===== config.mk =====
export PLATFORM = sky130hd
export DESIGN_NAME = accel_scale_moving_average_flat
export DESIGN_NICKNAME = d
export VERILOG_FILES = /design/src/design/asma_pkg.sv /design/src/design/asma_if.sv /design/src/design/asma_div.sv /design/src/design/asma_ctrl.sv /design/src/design/asma_dp.sv /design/src/design/accel_scale_moving_average.sv /design/src/flat_wrapper.sv
export SDC_FILE = /design/constraint.sdc
export NUM_CORES = 2
export LEC_CHECK = 0
export ABC_CLOCK_PERIOD_IN_PS = 8350
export BUFFER_PORTS_ARGS = -buffer_cell sky130_fd_sc_hd__buf_2
export CORE_MARGIN = 2
export CORE_UTILIZATION = 50
export CTS_CLUSTER_DIAMETER = 150
export DETAILED_ROUTE_END_ITERATION = 6
export GPL_TIMING_DRIVEN = 1
export HOLD_SLACK_MARGIN = 0.06
export PLACE_DENSITY = 0.66
export SYNTH_ARGS = -nofsm -noshare
export SYNTH_HDL_FRONTEND = slang
export SYNTH_SLANG_ARGS = --single-unit

===== constraint.sdc =====
create_clock -name clk -period 8.35 [get_ports clk]
set_input_delay 1.67 -clock clk [delete_from_list [all_inputs] [get_ports clk]]
set_output_delay 1.67 -clock clk [all_outputs]
set_load 0.05 [all_outputs]

===== src/design/asma_pkg.sv =====
// Package for the accelerometer scale and moving-average block.
// Holds sizes, the sample word type, controller states and control structs.
// No dependencies.
`default_nettype none

package asma_pkg;

  localparam int DEPTH     = 16;
  localparam int SLOT_W    = $clog2(DEPTH);
  localparam int CNT_W     = $clog2(DEPTH + 1);
  localparam int RAW_W     = 16;
  localparam int MAX_SHIFT = 4;
  localparam int VAL_W     = RAW_W + MAX_SHIFT + 1;
  localparam int SUM_W     = VAL_W + $clog2(DEPTH);
  localparam int DIV_W     = SUM_W + (SUM_W % 2);
  localparam int DIV_STEPS = DIV_W / 2;
  localparam int STEP_W    = $clog2(DIV_STEPS);
  localparam int OUT_W     = 20;
  localparam int AXES      = 3;

  localparam logic [1:0] RANGE_RESET = 2'd3;

  typedef struct packed {
    logic [7:0] x_high;
    logic [7:0] x_low;
    logic [7:0] y_high;
    logic [7:0] y_low;
    logic [7:0] z_high;
    logic [7:0] z_low;
  } sample_t;

  typedef enum logic [2:0] {
    ST_IDLE,
    ST_ACC,
    ST_LOAD,
    ST_DIV,
    ST_OUT
  } state_t;

  typedef struct packed {
    logic capture;
    logic acc;
    logic div_start;
    logic div_step;
    logic out_load;
  } cmd_t;

  typedef struct packed {
    logic out_free;
  } status_t;

endpackage

`default_nettype wire


===== src/design/asma_if.sv =====
// Valid/ready channel interfaces for sample words and mean words.
// Depends on nothing.
`default_nettype none

interface asma_in_if;
  logic       valid;
  logic       ready;
  logic [7:0] x_high;
  logic [7:0] x_low;
  logic [7:0] y_high;
  logic [7:0] y_low;
  logic [7:0] z_high;
  logic [7:0] z_low;

  modport source (output valid, x_high, x_low, y_high, y_low, z_high, z_low, input ready);
  modport sink   (input valid, x_high, x_low, y_high, y_low, z_high, z_low, output ready);
endinterface

interface asma_out_if;
  logic               valid;
  logic               ready;
  logic signed [19:0] mean_x;
  logic signed [19:0] mean_y;
  logic signed [19:0] mean_z;

  modport source (output valid, mean_x, mean_y, mean_z, input ready);
  modport sink   (input valid, mean_x, mean_y, mean_z, output ready);
endinterface

`default_nettype wire


===== src/design/asma_div.sv =====
// Signed-by-unsigned divider, two quotient bits per step, truncates toward zero.
// Depends on asma_pkg.
`default_nettype none

module asma_div (
  input  wire logic                              clk,
  input  wire logic                              start,
  input  wire logic                              step,
  input  wire logic signed [asma_pkg::SUM_W-1:0] dividend,
  input  wire logic [asma_pkg::CNT_W-1:0]        divisor,
  output logic signed [asma_pkg::OUT_W-1:0]      quotient
);

  logic                           neg_r;
  logic [asma_pkg::CNT_W-1:0]     den_r;
  logic [asma_pkg::CNT_W-1:0]     rem_r, rem_nxt;
  logic [asma_pkg::DIV_W-1:0]     quo_r, quo_nxt;
  logic [asma_pkg::SUM_W-1:0]     mag;
  logic [asma_pkg::DIV_W-1:0]     res;

  assign mag = dividend[asma_pkg::SUM_W-1] ? asma_pkg::SUM_W'(-dividend)
                                           : asma_pkg::SUM_W'(dividend);

  always_comb begin
    logic [asma_pkg::CNT_W:0] sh;
    rem_nxt = rem_r;
    quo_nxt = quo_r;
    for (int k = 0; k < 2; k++) begin
      sh      = {rem_nxt, quo_nxt[asma_pkg::DIV_W-1]};
      quo_nxt = {quo_nxt[asma_pkg::DIV_W-2:0], 1'b0};
      if (sh >= {1'b0, den_r}) begin
        rem_nxt    = asma_pkg::CNT_W'(sh - {1'b0, den_r});
        quo_nxt[0] = 1'b1;
      end else begin
        rem_nxt = sh[asma_pkg::CNT_W-1:0];
      end
    end
  end

  always_ff @(posedge clk) begin
    if (start) begin
      neg_r <= dividend[asma_pkg::SUM_W-1];
      den_r <= divisor;
      rem_r <= '0;
      quo_r <= asma_pkg::DIV_W'(mag);
    end else if (step) begin
      rem_r <= rem_nxt;
      quo_r <= quo_nxt;
    end
  end

  assign res      = neg_r ? -quo_r : quo_r;
  assign quotient = res[asma_pkg::OUT_W-1:0];

endmodule

`default_nettype wire


===== src/design/asma_ctrl.sv =====
// Controller state machine: sequences capture, accumulate, divide and output load.
// Depends on asma_pkg.
`default_nettype none

module asma_ctrl (
  input  wire logic              clk,
  input  wire logic              rst_n,
  input  wire logic              in_valid,
  output logic                   in_ready,
  input  wire asma_pkg::status_t status,
  output asma_pkg::cmd_t         cmd
);

  asma_pkg::state_t             state_r, state_nxt;
  logic [asma_pkg::STEP_W-1:0]  step_r, step_nxt;

  always_ff @(posedge clk) begin
    if (!rst_n) begin
      state_r <= asma_pkg::ST_IDLE;
      step_r  <= '0;
    end else begin
      state_r <= state_nxt;
      step_r  <= step_nxt;
    end
  end

  always_comb begin
    state_nxt = state_r;
    step_nxt  = step_r;
    cmd       = '0;
    in_ready  = 1'b0;
    case (state_r)
      asma_pkg::ST_IDLE: begin
        in_ready = 1'b1;
        if (in_valid) begin
          cmd.capture = 1'b1;
          state_nxt   = asma_pkg::ST_ACC;
        end
      end
      asma_pkg::ST_ACC: begin
        cmd.acc   = 1'b1;
        state_nxt = asma_pkg::ST_LOAD;
      end
      asma_pkg::ST_LOAD: begin
        cmd.div_start = 1'b1;
        step_nxt      = asma_pkg::STEP_W'(asma_pkg::DIV_STEPS - 1);
        state_nxt     = asma_pkg::ST_DIV;
      end
      asma_pkg::ST_DIV: begin
        cmd.div_step = 1'b1;
        if (step_r == '0) begin
          state_nxt = asma_pkg::ST_OUT;
        end else begin
          step_nxt = step_r - 1'b1;
        end
      end
      asma_pkg::ST_OUT: begin
        if (status.out_free) begin
          cmd.out_load = 1'b1;
          state_nxt    = asma_pkg::ST_IDLE;
        end
      end
      default: begin
        state_nxt = asma_pkg::ST_IDLE;
      end
    endcase
  end

endmodule

`default_nettype wire


===== src/design/asma_dp.sv =====
// Datapath: range register, scaling, window ring memory, running sums,
// per-axis dividers and output register. Depends on asma_pkg and asma_div.
`default_nettype none

module asma_dp (
  input  wire logic                         clk,
  input  wire logic                         rst_n,
  input  wire logic                         cfg_we,
  input  wire logic [1:0]                   cfg_wdata,
  input  wire asma_pkg::sample_t            sample,
  input  wire asma_pkg::cmd_t               cmd,
  output asma_pkg::status_t                 status,
  input  wire logic                         out_ready,
  output logic                              out_valid,
  output logic signed [asma_pkg::OUT_W-1:0] mean_x,
  output logic signed [asma_pkg::OUT_W-1:0] mean_y,
  output logic signed [asma_pkg::OUT_W-1:0] mean_z
);

  localparam int VW = asma_pkg::VAL_W;

  logic [1:0]                        range_r;
  logic [asma_pkg::SLOT_W-1:0]       slot_r;
  logic [asma_pkg::CNT_W-1:0]        fill_r, count;
  logic                              full;
  logic signed [VW-1:0]              val_r [asma_pkg::AXES];
  logic signed [VW-1:0]              raw_ext [asma_pkg::AXES];
  logic [15:0]                       raw [asma_pkg::AXES];
  logic [2:0]                        shift;
  logic [asma_pkg::AXES*VW-1:0]      mem_r [asma_pkg::DEPTH];
  logic [asma_pkg::AXES*VW-1:0]      rd_q_r;
  logic signed [asma_pkg::SUM_W-1:0] sum_r [asma_pkg::AXES];
  logic signed [asma_pkg::SUM_W-1:0] sum_nxt [asma_pkg::AXES];
  logic signed [asma_pkg::OUT_W-1:0] quo [asma_pkg::AXES];
  logic                              out_valid_r;
  logic signed [asma_pkg::OUT_W-1:0] mean_r [asma_pkg::AXES];

  assign raw[0] = {sample.x_high, sample.x_low};
  assign raw[1] = {sample.y_high, sample.y_low};
  assign raw[2] = {sample.z_high, sample.z_low};
  assign shift  = {1'b0, range_r} + 3'd1;

  always_comb begin
    for (int a = 0; a < asma_pkg::AXES; a++) begin
      raw_ext[a] = VW'(signed'(raw[a]));
    end
  end

  assign full  = (fill_r == asma_pkg::CNT_W'(asma_pkg::DEPTH));
  assign count = full ? fill_r : fill_r + 1'b1;

  always_comb begin
    logic signed [VW-1:0] old;
    for (int a = 0; a < asma_pkg::AXES; a++) begin
      old        = rd_q_r[a*VW +: VW];
      sum_nxt[a] = sum_r[a] - (full ? asma_pkg::SUM_W'(old) : '0)
                   + asma_pkg::SUM_W'(val_r[a]);
    end
  end

  always_ff @(posedge clk) begin
    if (!rst_n) begin
      range_r <= asma_pkg::RANGE_RESET;
    end else if (cfg_we) begin
      range_r <= cfg_wdata;
    end
  end

  always_ff @(posedge clk) begin
    if (cmd.capture) begin
      for (int a = 0; a < asma_pkg::AXES; a++) begin
        val_r[a] <= raw_ext[a] <<< shift;
      end
    end
  end

  always_ff @(posedge clk) begin
    if (cmd.capture) begin
      rd_q_r <= mem_r[slot_r];
    end
    if (cmd.acc) begin
      mem_r[slot_r] <= {val_r[2], val_r[1], val_r[0]};
    end
  end

  always_ff @(posedge clk) begin
    if (!rst_n) begin
      slot_r <= '0;
      fill_r <= '0;
      for (int a = 0; a < asma_pkg::AXES; a++) begin
        sum_r[a] <= '0;
      end
    end else if (cmd.acc) begin
      fill_r <= count;
      slot_r <= (slot_r == asma_pkg::SLOT_W'(asma_pkg::DEPTH - 1)) ? '0 : slot_r + 1'b1;
      for (int a = 0; a < asma_pkg::AXES; a++) begin
        sum_r[a] <= sum_nxt[a];
      end
    end
  end

  for (genvar g = 0; g < asma_pkg::AXES; g++) begin : g_div
    asma_div u_div (
      .clk      (clk),
      .start    (cmd.div_start),
      .step     (cmd.div_step),
      .dividend (sum_r[g]),
      .divisor  (fill_r),
      .quotient (quo[g])
    );
  end

  always_ff @(posedge clk) begin
    if (!rst_n) begin
      out_valid_r <= 1'b0;
    end else if (cmd.out_load) begin
      out_valid_r <= 1'b1;
    end else if (out_ready) begin
      out_valid_r <= 1'b0;
    end
  end

  always_ff @(posedge clk) begin
    if (cmd.out_load) begin
      for (int a = 0; a < asma_pkg::AXES; a++) begin
        mean_r[a] <= quo[a];
      end
    end
  end

  assign status.out_free = !out_valid_r || out_ready;
  assign out_valid       = out_valid_r;
  assign mean_x          = mean_r[0];
  assign mean_y          = mean_r[1];
  assign mean_z          = mean_r[2];

`ifndef SYNTH
  a_fill_bound: assert property (@(posedge clk) disable iff (!rst_n)
    fill_r <= asma_pkg::CNT_W'(asma_pkg::DEPTH))
    else $error("fill count above window depth");

  a_load_free: assert property (@(posedge clk) disable iff (!rst_n)
    cmd.out_load |-> (!out_valid_r || out_ready))
    else $error("output word overwritten before taken");

  a_fill_after_acc: assert property (@(posedge clk) disable iff (!rst_n)
    cmd.acc |=> (fill_r != '0))
    else $error("fill count zero after accumulate");

  a_one_cmd: assert property (@(posedge clk) disable iff (!rst_n)
    $onehot0({cmd.capture, cmd.acc, cmd.div_start, cmd.div_step, cmd.out_load}))
    else $error("overlapping datapath commands");
`endif

endmodule

`default_nettype wire


===== src/design/accel_scale_moving_average.sv =====
// Top level: accelerometer scaling with a moving-average window per axis.
// A new sample is taken only in the idle state, once the two-bit-per-cycle divider is done and the mean is loaded.
// A finished mean waits in the output register while the next sample is taken.
// Synchronous active-low reset: empty window, zero sums, range code 3 (scale by 16).
// Depends on asma_pkg, asma_if, asma_ctrl, asma_dp.
`default_nettype none

module accel_scale_moving_average (
  input  wire logic   clk,
  input  wire logic   rst_n,
  asma_in_if.sink     in_ch,
  asma_out_if.source  out_ch,
  input  wire logic       cfg_we,
  input  wire logic [1:0] cfg_wdata
);

  asma_pkg::cmd_t    cmd;
  asma_pkg::status_t status;
  asma_pkg::sample_t sample;

  assign sample.x_high = in_ch.x_high;
  assign sample.x_low  = in_ch.x_low;
  assign sample.y_high = in_ch.y_high;
  assign sample.y_low  = in_ch.y_low;
  assign sample.z_high = in_ch.z_high;
  assign sample.z_low  = in_ch.z_low;

  asma_ctrl u_ctrl (
    .clk      (clk),
    .rst_n    (rst_n),
    .in_valid (in_ch.valid),
    .in_ready (in_ch.ready),
    .status   (status),
    .cmd      (cmd)
  );

  asma_dp u_dp (
    .clk       (clk),
    .rst_n     (rst_n),
    .cfg_we    (cfg_we),
    .cfg_wdata (cfg_wdata),
    .sample    (sample),
    .cmd       (cmd),
    .status    (status),
    .out_ready (out_ch.ready),
    .out_valid (out_ch.valid),
    .mean_x    (out_ch.mean_x),
    .mean_y    (out_ch.mean_y),
    .mean_z    (out_ch.mean_z)
  );

endmodule

`default_nettype wire


===== src/flat_wrapper.sv =====
// flat-port wrapper written by rule: the top's interface ports become plain ports
module accel_scale_moving_average_flat 
  (clk, rst_n, cfg_we, cfg_wdata, in_ch_valid, in_ch_x_high, in_ch_x_low, in_ch_y_high, in_ch_y_low, in_ch_z_high, in_ch_z_low, in_ch_ready, out_ch_valid, out_ch_mean_x, out_ch_mean_y, out_ch_mean_z, out_ch_ready);
  asma_in_if in_ch_i ();
  asma_out_if out_ch_i ();
  input  wire logic clk;
  input  wire logic rst_n;
  input  wire logic cfg_we;
  input  wire logic [1:0] cfg_wdata;
  input wire logic [$bits(in_ch_i.valid)-1:0] in_ch_valid;
  input wire logic [$bits(in_ch_i.x_high)-1:0] in_ch_x_high;
  input wire logic [$bits(in_ch_i.x_low)-1:0] in_ch_x_low;
  input wire logic [$bits(in_ch_i.y_high)-1:0] in_ch_y_high;
  input wire logic [$bits(in_ch_i.y_low)-1:0] in_ch_y_low;
  input wire logic [$bits(in_ch_i.z_high)-1:0] in_ch_z_high;
  input wire logic [$bits(in_ch_i.z_low)-1:0] in_ch_z_low;
  output wire logic [$bits(in_ch_i.ready)-1:0] in_ch_ready;
  output wire logic [$bits(out_ch_i.valid)-1:0] out_ch_valid;
  output wire logic [$bits(out_ch_i.mean_x)-1:0] out_ch_mean_x;
  output wire logic [$bits(out_ch_i.mean_y)-1:0] out_ch_mean_y;
  output wire logic [$bits(out_ch_i.mean_z)-1:0] out_ch_mean_z;
  input wire logic [$bits(out_ch_i.ready)-1:0] out_ch_ready;
  assign in_ch_i.valid = in_ch_valid;
  assign in_ch_i.x_high = in_ch_x_high;
  assign in_ch_i.x_low = in_ch_x_low;
  assign in_ch_i.y_high = in_ch_y_high;
  assign in_ch_i.y_low = in_ch_y_low;
  assign in_ch_i.z_high = in_ch_z_high;
  assign in_ch_i.z_low = in_ch_z_low;
  assign in_ch_ready = in_ch_i.ready;
  assign out_ch_valid = out_ch_i.valid;
  assign out_ch_mean_x = out_ch_i.mean_x;
  assign out_ch_mean_y = out_ch_i.mean_y;
  assign out_ch_mean_z = out_ch_i.mean_z;
  assign out_ch_i.ready = out_ch_ready;
  accel_scale_moving_average u_core (.clk(clk), .rst_n(rst_n), .in_ch(in_ch_i), .out_ch(out_ch_i), .cfg_we(cfg_we), .cfg_wdata(cfg_wdata));
endmodule

==> impl_results.md <==
* Max-slew violations at 0
* H-tree depth at 4
* Mapped cell area at 63500 sq um
* Clock slew at reported path FFs at 60 ps
* Capturing point of the worst reg2reg path: u_core.u_dp.sum_r[0][46]
* FF-to-FF setup slack at 4130 ps
* TritonCTS clock tree: yes
* Die area at 130000 sq um
* CP Launch Type: flop
* Area contributors post-synth: edfxtp_1, mux4_2, fa_1, ha_1, xnor2_1
* Num ports at 117
* Nets at 4395
* Buffer count from post-CTS setup fixing at 0
* Synth top cells by count: edfxtp_1, inv_1, mux4_2
* PortBufs at 116
* Global-route wire length before repair at 217000 microns
* Final setup vio count at 0
* Leak pwr at 24.0 nW
* Clock Skews at 27.3 ps
* Tightest Hold Check Type: flop to flop
* Vias in the first global route at 34100
* Wire per inst at 24.5 microns
* Sequential fraction of the synthesis area at 0.651
* Met2 wire len at 65800 microns
* 1st-pass router iterations at 5
* Area leader, netlist: edfxtp_1
* Reg2Reg Depth at 14
* Die Wd at 360 microns
* RSZ-0062 raised after global routing: no
* PostCTS Resize Cnt at 0
* Initial antenna violation count at 5
* Hold_buf cts at 0
* Cell Area, Placed at 66100 sq um
* Overall Global Routing Usage at 0.224
* GRT Residual Overflow at 0
* Worst reg2reg path startpoint: u_core.u_dp.fill_r[0]
* Worst Hold End: u_core.u_dp.g_div[1].u_div.quo_r[25]
* Row cnt at 130
* Clk_lat worst skew at 770 ps
* Drt drc at 0
* ANT nets after route at 0
* Post-route cell area at 70700 sq um
* Total Wirelength at 145000 microns
* Initial Util at 0.504
* Syn Inst Count at 3999
* HP Start: u_core.u_dp.g_div[1].u_div.quo_r[25]
* Final RePlAce weighted congestion at 0.836
* Crit. End Element: flop
* Yosys top cell area share at 0.639
* Maximum clock insertion buffer count at 3
* FMAX at 237 MHz
* Synth Warn # at 0
* Synth unique cells at 70
* Ys async rst share at 0
* CTS sink count at 1389
* Root Buffer: clkbuf_16
* Die Ht at 360 microns
* Core Util, Final at 0.562
* DR top layer: met4
* Worst-path fanout max at 64
* Mean post-synth cell area at 15.9 sq um
* CP required at 8920 ps
* Setup tns final at 0 ps
* Top-count cell post-synth: edfxtp_1
* M1 WL at 63200 microns
* Synth-to-layout area growth at 11.4%
* Fin crit share at 0.505
* Worst rel slew slack at 0.266
* Worst setup margin at 4130 ps
* Largest net degree at the start of global routing at 106
* Maximum vdd drop at 0.000148 V
* Core area at 126000 sq um
* Hold Path Depth at 2
* Status: complete, no violations
* DRT iter0 DRCs at 3653
* Synth Flop Type: edfxtp_1
* Pre-CTS setup slack at 4140 ps
* Hold Fails Final Rpt at 0
* Worst slew pin tran at 1100 ps
* Syn_nets at 4254
* Max-cap violation count at 0
* Total number of vias at 34400
* Post-synth EDFFs at 1352
* Synthesis-stage register bit count at 1389
* Crit path DAT at 4790 ps
* Pwr Density at 272 nW/um^2
* Filler cell count in the final layout at 9766
* Tmin final at 4220 ps
* Post-detail-place hpwl at 89800 microns
* Layout cells sized above 1 at 0.192
* Critical path type: flop to flop
* WL met3 at 13300 microns
* Via density per instance at 5.83
* Inserted Clock Buffers at 146
-- layer usage --
metal,global-route usage,vias to the layer above
met3,0.0549,181
met2,0.338,1289
met1,0.333,17300
met4,0.0511,0
li1,-,15600
met5,0,-
-- worst max-delay path by stage --
stage,startpoint,end,slack (ps),cells past startpoint
after floorplan,u_core.u_ctrl.state_r[2],u_core.u_dp.mem_r[0][0],2140,5
after global placement,u_core.u_dp.fill_r[0],u_core.u_dp.sum_r[0][42],4230,14
after detailed placement,u_core.u_dp.fill_r[0],u_core.u_dp.sum_r[0][46],4140,14
after CTS,u_core.u_dp.fill_r[0],u_core.u_dp.sum_r[0][46],4110,14
after global routing,u_core.u_dp.fill_r[0],u_core.u_dp.sum_r[0][46],3740,14
final,u_core.u_dp.fill_r[0],u_core.u_dp.sum_r[0][46],4130,14
-- cells by family (layout without fill, tap and decap cells) --
logic type | after synthesis | in the layout | synth area share
DFF | 1389 | 1389 | 0.651
and+or+nand+nor | 741 | 741 | 0.0573
AOI/OAI and AO/OA | 563 | 563 | 0.0579
adders and majority gates | 200 | 200 | 0.0486
muxes | 415 | 415 | 0.130
buffers and inverters | 515 | 769 | 0.0308
xor gates and xnor gates | 176 | 176 | 0.0243
other | 0 | 1 | 0
-- registers in the layout, summed over array words and instances (netlist names), 15 cells and up --
signal,cells
u_core.u_dp.mean_r,60
u_core.u_dp.mem_r,1008
u_core.u_dp.val_r,63
u_core.u_dp.sum_r,75
u_core.u_dp.g_div.u_div.quo_r,78
u_core.u_dp.rd_q_r,63
u_core.u_dp.g_div.u_div.rem_r,15
-- per-stage QoR --
step	total power, mW	hold slack, ps	std cells
2_1_floorplan	12.0	424	3999
3_3_place_gp	13.0	444	5642
3_5_place_dp	13.1	450	5642
4_1_cts	19.4	459	5903
5_1_grt	20.2	495	5904
6_report	19.3	459	5904
-- cells in the final DEF (no fill, tap or decap), types with 45 or more instances in the layout --
cell type  count
mux4_2       324
and2_1        74
nand2_1      237
a21oi_1      110
buf_4         54
ha_1         121
o21ai_0      172
inv_1        335
edfxtp_1    1352
mux2i_1       45
nor3_1        72
clkbuf_16    150
fa_1          78
xnor2_1      154
mux2_2        46
nor2_1       134
buf_2        116
-- area by class of cell --
| type | count | area (sq um) | share of cell area |
|---|---|---|---|
| flip-flops and latches | 1389 | 41400 | 0.585 |
| multi-input cells | 2095 | 20400 | 0.288 |
| clock buffers | 188 | 3900 | 0.0551 |
| well taps | 1650 | 2060 | 0.0292 |
| inverters | 337 | 1260 | 0.0179 |
| repair buffers | 171 | 1010 | 0.0142 |
| clock inverters | 73 | 758 | 0.0107 |
| diodes | 1 | 2.50 | 0.0000354 |
-- worst max-delay path, cell delays in order, from the launching register on --
cell and delay, ps:
dfxtp_1 350, inv_1 70, ha_1 150, nor4bb_4 270
buf_4 470, and2_1 220, fa_1 410, inv_1 60
ha_1 280, a21o_1 190, or2_2 280, o31ai_1 540
a2111oi_0 270, o21a_1 230, nor3_1 220
-- where the power goes --
part	total (mW)	internal [mW]	switching [mW]
Clock	6.32	3.68	2.64
Combinational	4.24	1.80	2.44
Sequential	8.70	8.25	0.448
Note: power is estimated with default switching activity, not from simulation.
